===== config.mk =====
export PLATFORM = sky130hd
export DESIGN_NAME = symbolic_mode_parser_top
export DESIGN_NICKNAME = d
export VERILOG_FILES = /design/src/hw/rtl/smp_pkg.sv /design/src/hw/rtl/smp_step.sv /design/src/hw/rtl/symbolic_mode_parser_top.sv
export VERILOG_INCLUDE_DIRS = /design/src /design/src/hw/rtl
export SDC_FILE = /design/constraint.sdc
export NUM_CORES = 1
export LEC_CHECK = 0
export BUFFER_PORTS_ARGS = -buffer_cell sky130_fd_sc_hd__buf_2
export CORE_MARGIN = 1
export CORE_UTILIZATION = 45
export CTS_BUF_LIST = sky130_fd_sc_hd__clkbuf_16
export DETAILED_ROUTE_END_ITERATION = 6
export GPL_TIMING_DRIVEN = 0
export SLEW_MARGIN = 25
export SYNTH_ARGS = -nofsm -noshare
export SYNTH_HDL_FRONTEND = slang
export SYNTH_SLANG_ARGS = --single-unit

===== constraint.sdc =====
create_clock -name clk -period 3.3 [get_ports clk]
set_input_delay 0.495 -clock clk [delete_from_list [all_inputs] [get_ports clk]]
set_output_delay 0.495 -clock clk [all_outputs]
set_load 0.02 [all_outputs]

===== src/hw/rtl/symbolic_mode_parser_top_assert.svh =====
// ---------------------------------------------------------------------------
// Symbolic mode parser assertion macros
// Clocked same-cycle and next-cycle implications, disabled in reset.
// ---------------------------------------------------------------------------
`ifndef SYMBOLIC_MODE_PARSER_TOP_ASSERT_SVH
`define SYMBOLIC_MODE_PARSER_TOP_ASSERT_SVH

// ante holds in a cycle -> cons holds in the same cycle
`define SMP_ASSERT_NOW(lbl, ante, cons) \
  lbl: assert property (@(posedge clk) disable iff (rst) (ante) |-> (cons)) \
    else $error("symbolic_mode_parser: same-cycle check failed");

// ante holds in a cycle -> cons holds in the next cycle
`define SMP_ASSERT_NEXT(lbl, ante, cons) \
  lbl: assert property (@(posedge clk) disable iff (rst) (ante) |=> (cons)) \
    else $error("symbolic_mode_parser: next-cycle check failed");

`endif


===== src/hw/rtl/smp_pkg.sv =====
// ---------------------------------------------------------------------------
// Symbolic mode parser package
// Parser phases, operator codes, character codes, permission masks, state and action types, helpers.
// ---------------------------------------------------------------------------
`timescale 1ns / 1ps
`default_nettype none

package smp_pkg;

  localparam logic [2:0] PH_DIGITS    = 3'd0;
  localparam logic [2:0] PH_WHO       = 3'd1;
  localparam logic [2:0] PH_OPSTART   = 3'd2;
  localparam logic [2:0] PH_PERMS     = 3'd3;
  localparam logic [2:0] PH_AFTERCOPY = 3'd4;
  localparam logic [2:0] PH_ERROR     = 3'd5;

  localparam logic [1:0] OP_NONE = 2'd0;
  localparam logic [1:0] OP_ADD  = 2'd1;
  localparam logic [1:0] OP_SUB  = 2'd2;
  localparam logic [1:0] OP_SET  = 2'd3;

  localparam logic [7:0] CH_PLUS  = 8'h2b;
  localparam logic [7:0] CH_MINUS = 8'h2d;
  localparam logic [7:0] CH_EQ    = 8'h3d;
  localparam logic [7:0] CH_COMMA = 8'h2c;
  localparam logic [7:0] CH_ZERO  = 8'h30;
  localparam logic [7:0] CH_SEVEN = 8'h37;
  localparam logic [7:0] CH_U     = 8'h75;
  localparam logic [7:0] CH_G     = 8'h67;
  localparam logic [7:0] CH_O     = 8'h6f;
  localparam logic [7:0] CH_A     = 8'h61;
  localparam logic [7:0] CH_R     = 8'h72;
  localparam logic [7:0] CH_W     = 8'h77;
  localparam logic [7:0] CH_X     = 8'h78;
  localparam logic [7:0] CH_XU    = 8'h58;
  localparam logic [7:0] CH_L     = 8'h6c;
  localparam logic [7:0] CH_S     = 8'h73;
  localparam logic [7:0] CH_T     = 8'h74;

  localparam logic [11:0] WHO_U    = 12'o5700;
  localparam logic [11:0] WHO_G    = 12'o2070;
  localparam logic [11:0] WHO_O    = 12'o0007;
  localparam logic [11:0] ALL_BITS = 12'o7777;
  localparam logic [11:0] PERM_R   = 12'o0444;
  localparam logic [11:0] PERM_W   = 12'o0222;
  localparam logic [11:0] PERM_X   = 12'o0111;
  localparam logic [11:0] PERM_S   = 12'o6000;
  localparam logic [11:0] PERM_T   = 12'o1000;
  localparam logic [15:0] SETGID   = 16'o02000;

  localparam logic [15:0] BASE_MODE_RST    = 16'd0;
  localparam logic [11:0] DEFAULT_MASK_RST = 12'd18;

  typedef struct packed {
    logic [2:0]  phase;
    logic [15:0] running_mode;
    logic [15:0] octal_value;
    logic [11:0] who_bits;
    logic [11:0] protected_bits;
    logic [1:0]  pending_op;
    logic [11:0] perm_bits;
    logic        setgid_touched;
  } state_t;

  typedef struct packed {
    logic [15:0] running_mode;
    logic        touched;
  } action_t;

  function automatic logic [1:0] op_of(input logic [7:0] c);
    logic [1:0] op;
    op = OP_NONE;
    if (c == CH_PLUS) op = OP_ADD;
    else if (c == CH_MINUS) op = OP_SUB;
    else if (c == CH_EQ) op = OP_SET;
    return op;
  endfunction

  function automatic action_t apply_action(input logic [1:0] op, input logic [11:0] b,
                                           input logic [11:0] who, input logic [11:0] prot,
                                           input logic [15:0] rm);
    action_t    r;
    logic [11:0] eff;
    eff = b & who & ~prot;
    r.running_mode = rm;
    r.touched = 1'b0;
    case (op)
      OP_ADD: begin
        r.running_mode = rm | {4'd0, eff};
        r.touched = b[10];
      end
      OP_SUB: begin
        r.running_mode = rm & ~{4'd0, eff};
        r.touched = b[10];
      end
      OP_SET: begin
        r.running_mode = (rm & ~{4'd0, who}) | {4'd0, eff};
      end
      default: begin
        r.running_mode = rm;
      end
    endcase
    return r;
  endfunction

  function automatic logic [15:0] lock_rule(input logic [15:0] base);
    logic [15:0] m;
    m = base;
    if ((base[15:12] != 4'b0100) && base[10] && !base[3]) m = base & ~SETGID;
    return m;
  endfunction

endpackage

`default_nettype wire


===== src/hw/rtl/smp_step.sv =====
// ---------------------------------------------------------------------------
// Symbolic mode parser step
// Next parser state and end-of-text result for one character.
// ---------------------------------------------------------------------------
`timescale 1ns / 1ps
`default_nettype none

module smp_step (
  input  smp_pkg::state_t cur,
  input  logic [7:0]      ch,
  input  logic            is_end,
  input  logic [15:0]     base_mode,
  input  logic [11:0]     default_mask,
  output smp_pkg::state_t nxt,
  output logic [15:0]     res_mode,
  output logic            res_bad
);
  import smp_pkg::*;

  function automatic state_t clause_start(input state_t s);
    state_t r;
    r = s;
    r.who_bits = '0;
    r.protected_bits = '0;
    r.pending_op = OP_NONE;
    r.perm_bits = '0;
    r.phase = PH_WHO;
    return r;
  endfunction

  function automatic state_t who_step(input state_t s, input logic [7:0] c,
                                      input logic [11:0] dmask);
    state_t     r;
    logic [1:0] op;
    r = s;
    op = op_of(c);
    if (c == CH_U) r.who_bits = s.who_bits | WHO_U;
    else if (c == CH_G) r.who_bits = s.who_bits | WHO_G;
    else if (c == CH_O) r.who_bits = s.who_bits | WHO_O;
    else if (c == CH_A) r.who_bits = s.who_bits | ALL_BITS;
    else if (op != OP_NONE) begin
      if (s.who_bits == '0) begin
        r.who_bits = ALL_BITS;
        r.protected_bits = dmask;
      end
      r.pending_op = op;
      r.perm_bits = '0;
      r.phase = PH_OPSTART;
    end else if (c == CH_COMMA) begin
      r = clause_start(s);
    end else begin
      r.phase = PH_ERROR;
    end
    return r;
  endfunction

  function automatic state_t perms_step(input state_t s, input logic [7:0] c,
                                        input logic [15:0] base);
    state_t      r;
    logic [1:0]  op;
    logic [11:0] bits;
    logic        hit;
    action_t     ap;
    r = s;
    op = op_of(c);
    hit = 1'b1;
    bits = '0;
    case (c)
      CH_R:  bits = PERM_R;
      CH_W:  bits = PERM_W;
      CH_X:  bits = PERM_X;
      CH_XU: bits = ((base[15:12] == 4'b0100) || (base[8:0] & 9'o111) != '0) ? PERM_X : '0;
      CH_L:  bits = '0;
      CH_S:  bits = PERM_S;
      CH_T:  bits = PERM_T;
      default: hit = 1'b0;
    endcase
    ap = apply_action(s.pending_op, s.perm_bits, s.who_bits, s.protected_bits,
                      s.running_mode);
    if (hit) begin
      r.perm_bits = s.perm_bits | bits;
      r.phase = PH_PERMS;
    end else if (op != OP_NONE) begin
      r.running_mode = ap.running_mode;
      r.setgid_touched = s.setgid_touched | ap.touched;
      r.perm_bits = '0;
      r.pending_op = op;
      r.phase = PH_OPSTART;
    end else if (c == CH_COMMA) begin
      r.running_mode = ap.running_mode;
      r.setgid_touched = s.setgid_touched | ap.touched;
      r = clause_start(r);
    end else begin
      r.phase = PH_ERROR;
    end
    return r;
  endfunction

  state_t      w;
  logic [1:0]  op;
  logic [2:0]  src;
  action_t     ap;
  action_t     ap_copy;
  logic [15:0] nm;
  logic        touched;

  always_comb begin
    op = op_of(ch);
    nxt = cur;
    res_mode = '0;
    res_bad = 1'b0;
    nm = '0;
    touched = cur.setgid_touched;
    w = clause_start(cur);
    w.running_mode = lock_rule(base_mode);
    case (ch)
      CH_U:    src = cur.running_mode[8:6];
      CH_G:    src = cur.running_mode[5:3];
      default: src = cur.running_mode[2:0];
    endcase
    ap = apply_action(cur.pending_op, cur.perm_bits, cur.who_bits, cur.protected_bits,
                      cur.running_mode);
    ap_copy = apply_action(cur.pending_op, {3'd0, src, src, src}, cur.who_bits,
                           cur.protected_bits, cur.running_mode);
    if (is_end) begin
      if (cur.phase == PH_ERROR) begin
        res_bad = 1'b1;
      end else begin
        if (cur.phase == PH_DIGITS) begin
          nm = cur.octal_value;
        end else if (cur.phase == PH_OPSTART || cur.phase == PH_PERMS) begin
          nm = ap.running_mode;
          touched = cur.setgid_touched | ap.touched;
        end else begin
          nm = cur.running_mode;
        end
        if (base_mode[14] && !touched) nm = (nm & ~SETGID) | (base_mode & SETGID);
        res_mode = nm;
      end
      nxt.phase = PH_DIGITS;
      nxt.running_mode = lock_rule(base_mode);
      nxt.octal_value = '0;
      nxt.who_bits = '0;
      nxt.protected_bits = '0;
      nxt.pending_op = OP_NONE;
      nxt.perm_bits = '0;
      nxt.setgid_touched = 1'b0;
    end else begin
      case (cur.phase)
        PH_DIGITS: begin
          if (ch >= CH_ZERO && ch <= CH_SEVEN) begin
            nxt.octal_value = {cur.octal_value[12:0], ch[2:0]};
          end else begin
            nxt = who_step(w, ch, default_mask);
          end
        end
        PH_WHO: nxt = who_step(cur, ch, default_mask);
        PH_OPSTART: begin
          if (ch == CH_U || ch == CH_G || ch == CH_O) begin
            nxt.running_mode = ap_copy.running_mode;
            nxt.setgid_touched = cur.setgid_touched | ap_copy.touched;
            nxt.pending_op = OP_NONE;
            nxt.perm_bits = '0;
            nxt.phase = PH_AFTERCOPY;
          end else begin
            nxt = perms_step(cur, ch, base_mode);
          end
        end
        PH_PERMS: nxt = perms_step(cur, ch, base_mode);
        PH_AFTERCOPY: begin
          if (op != OP_NONE) begin
            nxt.pending_op = op;
            nxt.perm_bits = '0;
            nxt.phase = PH_OPSTART;
          end else if (ch == CH_COMMA) begin
            nxt = clause_start(cur);
          end else begin
            nxt.phase = PH_ERROR;
          end
        end
        default: nxt = cur;
      endcase
    end
  end

endmodule

`default_nettype wire


===== src/hw/rtl/symbolic_mode_parser_top.sv =====
// ---------------------------------------------------------------------------
// Symbolic mode parser
// Streams a permission-mode text and returns the resulting mode on its end.
// ---------------------------------------------------------------------------
// Usage:
//   s_* carries one character per transfer in s_tdata; s_tlast high marks
//   the end of the text and carries no character.
//   m_* returns one transfer per end item: m_tdata is the new mode, m_tuser
//   flags a syntax error (m_tdata is then zero).
//   cfg_* writes base_mode (index 0) and default_mask (index 1); the port is
//   always ready. Write only between texts.
//   The result is registered and valid in the cycle after the end item is accepted.
//   Throughput: one character per cycle while s_tready is high; the parser state is updated by one
//   level of mask logic per transfer.
//   Stall: the result register holds while m_tready is low and s_tready
//   stays high only while that register is empty or being drained.
//   Reset: base_mode 0, default_mask 18, parser at the start of a text,
//   no result pending.
// ---------------------------------------------------------------------------
`timescale 1ns / 1ps
`default_nettype none

module symbolic_mode_parser_top (
  input  logic        clk,
  input  logic        rst,
  input  logic        s_tvalid,
  output logic        s_tready,
  input  logic [7:0]  s_tdata,   // [7:0] ch
  input  logic        s_tlast,
  output logic        m_tvalid,
  input  logic        m_tready,
  output logic [15:0] m_tdata,   // [15:0] new_mode
  output logic        m_tuser,   // [0] bad_syntax
  input  logic        cfg_valid,
  output logic        cfg_ready,
  input  logic        cfg_index,
  input  logic [15:0] cfg_data
);
  import smp_pkg::*;

  `include "symbolic_mode_parser_top_assert.svh"

  localparam logic CFG_BASE_MODE    = 1'b0;
  localparam logic CFG_DEFAULT_MASK = 1'b1;

  logic [15:0] base_mode;
  logic [11:0] default_mask;
  state_t      state;
  state_t      state_next;
  logic [15:0] res_mode;
  logic        res_bad;
  logic        out_valid;
  logic [15:0] out_mode;
  logic        out_bad;
  logic        in_fire;

  assign cfg_ready = 1'b1;
  assign s_tready  = !out_valid || m_tready;
  assign in_fire   = s_tvalid && s_tready;
  assign m_tvalid  = out_valid;
  assign m_tdata   = out_mode;
  assign m_tuser   = out_bad;

  smp_step u_step (
    .cur          (state),
    .ch           (s_tdata),
    .is_end       (s_tlast),
    .base_mode    (base_mode),
    .default_mask (default_mask),
    .nxt          (state_next),
    .res_mode     (res_mode),
    .res_bad      (res_bad)
  );

  always_ff @(posedge clk) begin
    if (rst) begin
      base_mode <= BASE_MODE_RST;
      default_mask <= DEFAULT_MASK_RST;
    end else if (cfg_valid && cfg_ready) begin
      case (cfg_index)
        CFG_BASE_MODE:    base_mode <= cfg_data;
        CFG_DEFAULT_MASK: default_mask <= cfg_data[11:0];
        default:          base_mode <= base_mode;
      endcase
    end
  end

  always_ff @(posedge clk) begin
    if (rst) begin
      state.phase <= PH_DIGITS;
      state.running_mode <= '0;
      state.octal_value <= '0;
      state.who_bits <= '0;
      state.protected_bits <= '0;
      state.pending_op <= OP_NONE;
      state.perm_bits <= '0;
      state.setgid_touched <= 1'b0;
    end else if (in_fire) begin
      state <= state_next;
    end
  end

  always_ff @(posedge clk) begin
    if (rst) begin
      out_valid <= 1'b0;
    end else if (in_fire && s_tlast) begin
      out_valid <= 1'b1;
    end else if (out_valid && m_tready) begin
      out_valid <= 1'b0;
    end
  end

  always_ff @(posedge clk) begin
    if (in_fire && s_tlast) begin
      out_mode <= res_mode;
      out_bad <= res_bad;
    end
  end

  `SMP_ASSERT_NEXT(a_end_gives_result, in_fire && s_tlast, m_tvalid)
  `SMP_ASSERT_NEXT(a_end_restarts, in_fire && s_tlast, state.phase == PH_DIGITS)
  `SMP_ASSERT_NOW(a_error_zero_mode, m_tvalid && m_tuser, m_tdata == '0)
  `SMP_ASSERT_NEXT(a_error_sticks, in_fire && !s_tlast && state.phase == PH_ERROR,
                   state.phase == PH_ERROR)

endmodule

`default_nettype wire

==> impl_metrics.yaml <==
timing:
  setup-violations-final: 0
  period_minus_slack_ns: 2.87
  rsz0062_at_grt: "no"
  skew_ns: 0.00722
  fin_ws_ns: 0.434
  slew-limit-headroom_pct: 34.2
  finalCritPeriodShare_pct: 86.9
  hold_violations: 0
  slew_violations: 0
  tns_ns: 0
  max_freq_mhz: 349
  tightest_slew_ns: 0.974
critical_path:
  reg2reg_depth: 7
  critPathLaunchType: "flop"
  crit_path_max_fanout: 10
  rrSetupSlack_ns: 0.43
  cp-end-kind: "flop"
  criticalPathCategory: "reg2reg"
  crit_required_ns: 3.64
  arrival_ns: 3.21
power:
  internal_power_mw: 3.12
  leakagePower_nw: 2.98
  p_sw_mw: 1.13
  seqPwrFrac_pct: 37.3
  power_frac_clock_pct: 50.3
  pwr-share-comb_pct: 12.4
  peakVddDrop_uv: 367
  p_per_area_nw_per_um2: 530
  swShare_pct: 26.6
clocking:
  clk_path_buf_depth: 2
  cts.clk_slew.worst_paths_ns: 0.06
  cts_resized: 0
  cts-buffers-inserted: 17
  worstSkewPairLatency_ns: 0.43
  cts_num_sinks: 120
  post_cts_buffers: 0
  cts_tree: "built"
  htreeDepth: 4
  cts_hold_buffers: 0
  cts_root_buffer: "clkbuf_16"
logic_synthesis:
  seq_area_frac_synth_pct: 37.4
  ys_types: 94
  postSynthAreaPerCell_um2: 8.27
  synth-edff-count: 17
  netlist_area_um2: 6880
  ys.flop_type: "dfxtp_1"
  ys_warn_count: 0
  netlist_instances: 831
  ys_seq_elements: 120
  synth_nets: 866
  async_reset_ff_share_pct: 0
placement:
  numPortBuffers: 48
  hpwlAfterDp_um: 18400
  gp_congestion: 0.979
  dpl_worst_slack_ns: 0.177
route:
  via_per_inst: 6.35
  vias: 6958
  drc: 2
  wire_per_inst_um: 22.6
  drt_first_pass_iters: 7
  routed_wl_um: 24700
  ant_nets: 0
  drt_iter0_markers: 764
global_route:
  grt_overflow: 0
  grt_max_degree: 19
  antenna_found_initial: 1
  grt_pass1_vias: 6646
  grt.total_usage_pct: 32.3
  grt_pass1_wl_um: 38300
final_layout:
  n_antenna_cell: 0
  fillers: 1363
  area_growth_pct: 16.7
  final_nets: 933
  drive_above_1_share_pct: 15.1
run_status:
  outcome: "finished, violations left"
  violations: "design-rule violations"
die:
  die-area_um2: 15800
  die_w_um: 126
  io_pins: 51
  row_count: 44
  core_um2: 14700
  initial_core_util_pct: 46.8
  fp.dieH_um: 126
worst_hold_path:
  holdPathStages: 3
  hold_path.class: "in2reg"
job:
  maxCapViolations: 0
-- cell families (layout without fill, tap and decap cells) --
group           after synthesis  count (layout)  synth area share [%]
simple gates                320             320                  24.1
compound gates              295             295                  31.3
flops                       120             120                  37.4
buf+inv                      85             165                  5.57
fa+ha+maj                     4               4                 0.728
xor+xnor                      4               4                 0.510
mux                           2               2                 0.309
other cells                   1               1                0.0545
-- power by group through the flow --
| stage | registers, mW | logic, mW | clock network, mW |
|---|---|---|---|
| detailed placement | 1.62 | 0.511 | 0 |
| CTS | 1.59 | 0.515 | 2.16 |
| global placement | 1.62 | 0.509 | 0 |
| floorplan | 1.61 | 0.339 | 0 |
| finish | 1.59 | 0.528 | 2.14 |
| global route | 1.59 | 0.569 | 2.22 |
-- cell usage in the layout (no fill, tap or decap), types with 19 or more instances in the layout --
cell and count:
a21o_1 21, nor2_1 27, a21oi_1 100, nand3_1 36
nand3b_1 19, buf_2 65, inv_1 23, dfxtp_1 103
clkbuf_1 32, nand2_1 142
-- metal layers --
metal	vias up	wire (um)	track usage, %	part of all wire [%]
met5	-	0	0	0
met4	0	1070	16.1	4.3
met3	65	1910	7.23	7.7
met2	319	11200	51.6	45
met1	3352	10500	40.9	43
li1	3222	-	-	-
-- cell usage after synthesis, drive strengths merged (10+ instances only) --
master | n | area [um2]
a211oi | 15 | 123
a21boi | 12 | 90.1
a21o | 21 | 158
a21oi | 102 | 526
a22o | 13 | 114
buf | 30 | 175
clkbuf | 33 | 125
dfxtp | 103 | 2060
edfxtp | 17 | 510
inv | 22 | 82.6
nand2 | 142 | 533
nand3 | 36 | 180
nand3b | 19 | 143
nor2 | 28 | 108
nor2b | 15 | 93.8
nor3 | 11 | 60.1
o211ai | 16 | 125
o21a | 11 | 82.6
o21ai | 18 | 105
o22ai | 10 | 75.1
-- cell type report --
class	instances	area, um2	area share, %
Buffer	63	300	3.74
Clock buffer	17	425	5.30
Clock inverter	15	248	3.09
Inverter	22	82.6	1.03
Multi-Input combinational cell	626	3930	48.9
Sequential cell	120	2570	32.1
Tap cell	184	230	2.87
Timing Repair Buffer	48	240	2.99
-- per-stage QoR --
step | cell area [um2] | power, mW | util (%) | hold slack (ns) | instances
after floorplan | 6880 | 1.94 | - | 0.426 | 831
after global placement | 7350 | 2.13 | 50.0 | 0.434 | 1063
after detailed placement | 7350 | 2.13 | 50.0 | 0.439 | 1063
after CTS | 8020 | 4.26 | 54.6 | 0.305 | 1095
after global routing | 8020 | 4.39 | 54.6 | 0.321 | 1095
final | 8020 | 4.26 | 54.6 | 0.307 | 1095
-- state kept, by name, indices dropped and copies added, names as in the netlist --
signal,count
m_tuser,1
default_mask,12
base_mode,16
state,74
m_tdata,16
m_tvalid,1
-- worst max-delay path, stage by stage, from the launching register on --
cell and delay, ns:
dfxtp_1 0.41, clkbuf_1 0.42, nand2b_1 0.15, nor2_1 0.29, nand2_1 0.39, a2111oi_0 0.73
a221oi_1 0.14, a211oi_2 0.26
-- final timing paths --
| check | start | endpoint |
|---|---|---|
| setup reg to reg | state[72]$_SDFFE_PP0P_ | state[58]$_SDFFE_PP0P_ |
| hold / removal | cfg_data[1] | default_mask[1]$_SDFFE_PP1P_ |
| hold reg to reg | state[1]$_SDFFE_PP0P_ | state[1]$_SDFFE_PP0P_ |
| setup / recovery | state[72]$_SDFFE_PP0P_ | state[58]$_SDFFE_PP0P_ |
No activity file was read; power rests on OpenSTA's default activity.
